File: config.mk
export PLATFORM = sky130hd
export DESIGN_NAME = sth_compare_unit
export DESIGN_NICKNAME = d
export VERILOG_FILES = /design/src/sv/sth_pkg.sv /design/src/sv/sth_compare_unit.sv
export SDC_FILE = /design/constraint.sdc
export NUM_CORES = 1
export LEC_CHECK = 0
export ABC_AREA = 0
export BUFFER_PORTS_ARGS = -buffer_cell sky130_fd_sc_hd__buf_2
export CAP_MARGIN = 0
export CORE_UTILIZATION = 48
export DETAILED_ROUTE_END_ITERATION = 16
export PLACE_DENSITY_LB_ADDON = 0.25
export SLEW_MARGIN = 20
export SYNTH_ARGS = -nofsm -noshare
export SYNTH_HDL_FRONTEND = slang
export SYNTH_SLANG_ARGS = --single-unit
File: constraint.sdc
create_clock -name vclk -period 5.7
set_input_delay 1.14 -clock vclk [all_inputs]
set_output_delay 1.14 -clock vclk [all_outputs]
set_load 0.02 [all_outputs]
File: src/sv/sth_pkg.sv
// shared types, sizes and op codes of the surface table hit test unit
// no dependencies
package sth_pkg;

   localparam int TABLE_DEPTH = 256;
   localparam int IDX_W = (TABLE_DEPTH > 1) ? $clog2(TABLE_DEPTH) : 1;
   localparam int CNT_W = $clog2(TABLE_DEPTH + 1);

   localparam int OP_W    = 3;
   localparam int ID_W    = 9;
   localparam int COORD_W = 16;
   localparam int SIZE_W  = 16;

   localparam logic [OP_W-1:0] OP_CREATE  = 3'd0;
   localparam logic [OP_W-1:0] OP_DESTROY = 3'd1;
   localparam logic [OP_W-1:0] OP_MOVE    = 3'd2;
   localparam logic [OP_W-1:0] OP_RESIZE  = 3'd3;
   localparam logic [OP_W-1:0] OP_POINTER = 3'd4;
   localparam logic [OP_W-1:0] OP_OTHER   = 3'd5;

   localparam logic STATUS_OK  = 1'b0;
   localparam logic STATUS_ERR = 1'b1;

   typedef struct packed {
      logic [ID_W-1:0]           id;
      logic signed [COORD_W-1:0] left;
      logic signed [COORD_W-1:0] top;
      logic [SIZE_W-1:0]         width;
      logic [SIZE_W-1:0]         height;
   } entry_type;

   typedef struct packed {
      logic             en;
      logic [IDX_W-1:0] addr;
      entry_type        data;
   } ram_wr_type;

   typedef struct packed {
      logic id_match;
      logic in_rect;
   } cmp_type;

endpackage

File: src/sv/sth_compare_unit.sv
// shared compare unit: id match and point-in-rectangle test on one entry
// depends on sth_pkg
module sth_compare_unit (
   input  sth_pkg::entry_type              entry,
   input  logic [sth_pkg::ID_W-1:0]        key_id,
   input  logic signed [sth_pkg::COORD_W-1:0] px,
   input  logic signed [sth_pkg::COORD_W-1:0] py,
   output sth_pkg::cmp_type                cmp
);
   import sth_pkg::*;

   logic signed [COORD_W+1:0] right;
   logic signed [COORD_W+1:0] bottom;
   logic signed [COORD_W+1:0] px_ext;
   logic signed [COORD_W+1:0] py_ext;

   // exact edge sums, so zero size holds no point
   always_comb begin
      right  = {{2{entry.left[COORD_W-1]}}, entry.left} + {2'b00, entry.width};
      bottom = {{2{entry.top[COORD_W-1]}}, entry.top} + {2'b00, entry.height};
      px_ext = {{2{px[COORD_W-1]}}, px};
      py_ext = {{2{py[COORD_W-1]}}, py};
      cmp.id_match = (entry.id == key_id);
      cmp.in_rect  = (px >= entry.left) && (px_ext < right) &&
                     (py >= entry.top) && (py_ext < bottom);
   end

endmodule

## Word level (Yosys, flattened, before mapping)

Index checks and enable logic that the tools add are counted.

- Output and inout bits: 2
- Logic and storage cells: 10
- Memories kept: 0
- Bits of input ports: 114
- Register bits after elaboration: 0
- Latch bits: 0
- RAM bits: 0
- ROM bits: 0

- Bitwise gates (word level): 0
- Div/mod/pow operators: 0
- Equality and inequality tests: 1
- Mux-type cells: 0
- Shift operators: 0
- $add $sub $neg: 2
- $lt $le $gt $ge: 4
- Reductions and logical operators: 3
- Multiply operators: 0

Operators with widths:

| kind | count |
|---|---|
| 16-bit by 17-bit adder with 18-bit output | 2 |
| 16-bit by 18-bit < comparator with 1-bit output | 2 |
| 16-bit >= comparator | 2 |
| 9-bit equality test | 1 |
| 1-bit logical AND | 3 |

## Logic depth before layout (Yosys ltp)

- Word-level depth: 5
- Mapped depth: 17
- Depth with buffers taken out: 17

## Worst setup path before layout

OpenSTA, ideal clock, no wires.

- Kind: in2out
- Start point: input port entry[18] in the netlist's numbering
- End point: output port cmp[0] in the netlist's numbering
- Buffers on the path: 0
- Setup slack: -0.327 ns
- Data required time: 4.560 ns
- Arrival: 4.887 ns
- Stages: 15
- Cell sequence: ha_1 > o21ai_0 > o211ai_1 > a221oi_2 > nor3_1 > or3_4 > a21oi_2 > xnor2_1 > ha_1 > a21oi_1 > o21ai_0 > a2111oi_0 > a21o_1 > mux2_2 > nor4bb_1

RTL lines:

| what | line | RTL |
|---|---|---|
| start: declaration | sth_compare_unit.sv:4 | `input sth_pkg::entry_type entry,` |
| end: declaration | sth_compare_unit.sv:8 | `output sth_pkg::cmp_type cmp` |

==> flow_summary.html <==
<table>
<tr><th>Metric</th><th>Value</th></tr>
<tr><th colspan="2">Finish</th></tr>
<tr><td>Layout area overhead</td><td>29.74%</td></tr>
<tr><td>Number of clock buffer instances in the layout</td><td>0</td></tr>
<tr><td>Fraction of final layout cells with drive strength greater than 1</td><td>28.67%</td></tr>
<tr><td>Filler Cells Inserted</td><td>592</td></tr>
<tr><td>Sequential cell area</td><td>0 sq um</td></tr>
<tr><td>Flip-flop and latch count</td><td>0</td></tr>
<tr><td>Final std cells w/o fill</td><td>635</td></tr>
<tr><td>Post-layout net count</td><td>776</td></tr>
<tr><td>Count of inserted antenna diode cells</td><td>0</td></tr>
<tr><th colspan="2">Worst setup path</th></tr>
<tr><td>Nature of the critical path endpoint</td><td>primary output</td></tr>
<tr><td>Maximum net fanout on the critical path</td><td>4</td></tr>
<tr><td>Type of the worst setup path</td><td>in2out</td></tr>
<tr><td>Data required, critical path</td><td>4.56 ns</td></tr>
<tr><td>Critical path data arrival time</td><td>4.61 ns</td></tr>
<tr><td>Slowest stage delay, CP</td><td>0.35 ns</td></tr>
<tr><td>Worst path cell trace</td><td>buf_6 &gt; ha_4 &gt; a211oi_2 &gt; o211ai_1 &gt; a221oi_2 &gt; nor3_1 &gt; or3_4 &gt; a21oi_2 &gt; xnor2_1 &gt; ha_1 &gt; buf_4 &gt; buf_4 &gt; nand4_1 &gt; nor2_1 &gt; a21oi_1 &gt; a21o_1 &gt; mux2_4 &gt; nor4bb_4 &gt; buf_4</td></tr>
<tr><td>Critical-path top delay cell</td><td>sky130_fd_sc_hd__or3_4</td></tr>
<tr><td>Startpoint Class</td><td>input pin</td></tr>
<tr><td>Cell mode on critical path</td><td>sky130_fd_sc_hd__buf_4</td></tr>
<tr><td>Critical path's top delay family</td><td>compound AO/OA/AOI/OAI gates</td></tr>
<tr><td>Count of buffering cells on the critical path with inverters included</td><td>4</td></tr>
<tr><th colspan="2">Timing</th></tr>
<tr><td>Post-route setup TNS</td><td>-0.04736 ns</td></tr>
<tr><td>Setup repair after global routing missed its margin</td><td>yes</td></tr>
<tr><td>Hold violation total from the final report</td><td>0</td></tr>
<tr><td>Worst hold slack</td><td>2.663 ns</td></tr>
<tr><td>Final WS setup</td><td>-0.04736 ns</td></tr>
<tr><td>Setup violations, final</td><td>1</td></tr>
<tr><td>Slew at the pin with the worst max-slew slack</td><td>0.4357 ns</td></tr>
<tr><td>Highest attainable clock frequency</td><td>0.1740 GHz</td></tr>
<tr><td>Min Clock Period, post-route</td><td>5.747 ns</td></tr>
<tr><td>Number of pins with negative max-slew slack in the final report</td><td>0</td></tr>
<tr><td>Relative slew slack</td><td>70.49%</td></tr>
<tr><td>Final period util</td><td>100.8%</td></tr>
<tr><th colspan="2">Floorplan</th></tr>
<tr><td>Site row count</td><td>29</td></tr>
<tr><td>Starting Density</td><td>49.89%</td></tr>
<tr><td>Die Footprint</td><td>6929 sq um</td></tr>
<tr><td>Die Y</td><td>83.24 um</td></tr>
<tr><td>Ports</td><td>116</td></tr>
<tr><td>Die width</td><td>83.24 um</td></tr>
<tr><td>Floorplan Core Area</td><td>6350 sq um</td></tr>
<tr><th colspan="2">Job</th></tr>
<tr><td># Max-Cap Violations</td><td>0</td></tr>
<tr><th colspan="2">Global routing</th></tr>
<tr><td>Gr usage total</td><td>21.87%</td></tr>
<tr><td>Global-route wire length before repair</td><td>13.12 mm</td></tr>
<tr><td>Antenna violations before repair</td><td>0</td></tr>
<tr><td>Leftover overflow at the end of global routing</td><td>0</td></tr>
<tr><td>Vias in the first global route</td><td>3,228</td></tr>
<tr><td>Pin count of the biggest net entering global routing</td><td>7</td></tr>
<tr><th colspan="2">Synthesis</th></tr>
<tr><td>Mean instance size in the synthesized netlist</td><td>7.579 sq um</td></tr>
<tr><td>Sequential share of the synthesized area</td><td>0%</td></tr>
<tr><td>Cell area after synthesis</td><td>3168 sq um</td></tr>
<tr><td>Total number of yosys warnings</td><td>0</td></tr>
<tr><td>Number of distinct library cells after synthesis</td><td>48</td></tr>
<tr><td>Instance count of the mapped netlist</td><td>418</td></tr>
<tr><td>Number of nets in the synthesized netlist</td><td>634</td></tr>
<tr><th colspan="2">Place</th></tr>
<tr><td>Placer congestion estimate</td><td>0.9116</td></tr>
<tr><td>Post-Place Cells</td><td>632</td></tr>
<tr><td>Post-Place Worst Slack</td><td>-0.3304 ns</td></tr>
<tr><td>PortBufs</td><td>116</td></tr>
<tr><td>HPWL Detailed</td><td>7.223 mm</td></tr>
<tr><th colspan="2">Power</th></tr>
<tr><td>Power after layout</td><td>0.4445 mW</td></tr>
<tr><td>Pwr/cell area</td><td>108.2 nW/um^2</td></tr>
<tr><td>Leakage Power</td><td>2.269 nW</td></tr>
<tr><td>Maximum resistive drop on vdd</td><td>55.26 uV</td></tr>
<tr><th colspan="2">Drt</th></tr>
<tr><td>Total number of vias</td><td>3,467</td></tr>
<tr><td>Per-cell routed wire length</td><td>12.60 um</td></tr>
<tr><td>Post-detailed-route DRC marker count</td><td>0</td></tr>
<tr><td>Number of violations reported at the end of detailed-routing iteration 0</td><td>72</td></tr>
<tr><td>Number of iterations in the first detailed-routing pass</td><td>4</td></tr>
<tr><td>Total detailed-routing wirelength</td><td>8.003 mm</td></tr>
<tr><td>Vias per std cell</td><td>5.460</td></tr>
<tr><td>ANT nets after route</td><td>0</td></tr>
<tr><th colspan="2">Run status</th></tr>
<tr><td>Violations in the final reports</td><td>setup timing</td></tr>
<tr><td>Result of the run</td><td>complete, but fails checks</td></tr>
<tr><th colspan="2">Clock tree</th></tr>
<tr><td>Total of hold buffers inserted after clock tree synthesis</td><td>0</td></tr>
<tr><th colspan="2">Min path</th></tr>
<tr><td>Hold WC Path Type</td><td>in2out</td></tr>
</table>
-- synthesized netlist by cell type, types with 2 or more instances --
cell type	number	share of area (%)
sky130_fd_sc_hd__o21a_1	6	1.4
sky130_fd_sc_hd__nand4_1	12	2.4
sky130_fd_sc_hd__a2111oi_0	3	0.83
sky130_fd_sc_hd__a211oi_1	2	0.47
sky130_fd_sc_hd__inv_1	50	5.9
sky130_fd_sc_hd__a311oi_1	2	0.55
sky130_fd_sc_hd__a31o_2	2	0.55
sky130_fd_sc_hd__fa_1	2	1.3
sky130_fd_sc_hd__nand2_1	21	2.5
sky130_fd_sc_hd__nor2b_1	4	0.79
sky130_fd_sc_hd__nor2_1	30	3.6
sky130_fd_sc_hd__o41ai_1	2	0.55
sky130_fd_sc_hd__xnor2_1	23	6.4
sky130_fd_sc_hd__o21ai_0	20	3.2
sky130_fd_sc_hd__o21bai_1	8	1.9
sky130_fd_sc_hd__o31ai_1	5	1.2
sky130_fd_sc_hd__a21o_1	23	5.5
sky130_fd_sc_hd__nor3_1	7	1.1
sky130_fd_sc_hd__a21oi_1	40	6.3
sky130_fd_sc_hd__o211ai_1	5	1.2
sky130_fd_sc_hd__or2_2	2	0.39
sky130_fd_sc_hd__xor2_1	14	3.9
sky130_fd_sc_hd__ha_1	100	39
sky130_fd_sc_hd__nand3_1	9	1.4
sky130_fd_sc_hd__nand2b_1	3	0.59
-- layout make-up --
type / count / area [sq um] / share of cell area [%]
Multi-Input combinational cell: 368 / 3050 / 74.22
Timing Repair Buffer: 140 / 775.7 / 18.87
Inverter: 50 / 187.7 / 4.566
Tap cell: 77 / 96.34 / 2.344
-- metrics by stage --
step	instance area [sq um]	utilization [%]
6_report	4110	64.73
3_3_place_gp	4018	63.27
2_1_floorplan	3183	-
3_5_place_dp	4018	63.27
4_1_cts	4070	64.10
5_1_grt	4110	64.73
-- placed cells by master (no fill, tap or decap), types with 3 or more instances in the layout --
cell	Yosys	routed
sky130_fd_sc_hd__o211ai_1	5	5
sky130_fd_sc_hd__nand2b_1	3	3
sky130_fd_sc_hd__nor2b_1	4	4
sky130_fd_sc_hd__o21bai_1	8	8
sky130_fd_sc_hd__inv_1	50	50
sky130_fd_sc_hd__o21a_1	6	6
sky130_fd_sc_hd__buf_4	0	25
sky130_fd_sc_hd__buf_2	0	113
sky130_fd_sc_hd__nor3_1	7	7
sky130_fd_sc_hd__nand3_1	9	9
sky130_fd_sc_hd__o21ai_0	20	18
sky130_fd_sc_hd__xnor2_1	23	23
sky130_fd_sc_hd__xor2_1	14	14
sky130_fd_sc_hd__ha_1	100	97
sky130_fd_sc_hd__o31ai_1	5	5
sky130_fd_sc_hd__nor2_1	30	30
sky130_fd_sc_hd__a21oi_2	1	3
sky130_fd_sc_hd__a21oi_1	40	38
sky130_fd_sc_hd__a21o_1	23	23
sky130_fd_sc_hd__nand2_1	21	21
sky130_fd_sc_hd__nand4_1	12	12
-- power breakdown --
| part | total (mW) | leakage, nW | switching (mW) | internal (mW) |
|---|---|---|---|---|
| sequential | 0 | 0 | 0 | 0 |
| clock | 0 | 0 | 0 | 0 |
| combinational | 0.445 | 2.27 | 0.221 | 0.223 |
| total | 0.445 | 2.27 | 0.221 | 0.223 |
-- cell families after synthesis --
logic type,count (synthesis),synth area share (%)
muxes,2,0.6714
adders and majority gates,102,40.76
AOI/OAI and AO/OA,135,28.60
xor gates and xnor gates,37,10.23
and+or+nand+nor,92,13.82
buffers and inverters,50,5.924
-- layer usage --
layer | wire [um] | share of wire, % | up-vias | global-route usage, %
met5 | 0 | 0 | - | 0
met4 | 128 | 1.6 | 0 | 3.292
met3 | 312 | 3.9 | 12 | 1.093
met2 | 3917 | 49 | 101 | 42.18
met1 | 3645 | 46 | 1528 | 26.90
li1 | - | - | 1826 | -
-- worst min-delay path, stage by stage --
cell	delay, ns
sky130_fd_sc_hd__buf_2	0.08
sky130_fd_sc_hd__xnor2_1	0.05
sky130_fd_sc_hd__nand3_1	0.06
sky130_fd_sc_hd__nor4_1	0.04
sky130_fd_sc_hd__buf_2	0.15
-- worst paths after layout --
path / slack [ns] / depth (start not counted) / startpoint / to
min: 2.66 / 5 / entry[67] / cmp[1]
max: -0.05 / 19 / entry[17] / cmp[0]
-- what timing repair did --
item	in CTS	in global routing
buffers inserted	1	2
hold endpoints to repair	0	0
gates resized for setup	12	5
pin swaps	10	6
setup endpoints to repair	1	1
No activity file was read; power rests on OpenSTA's default activity.
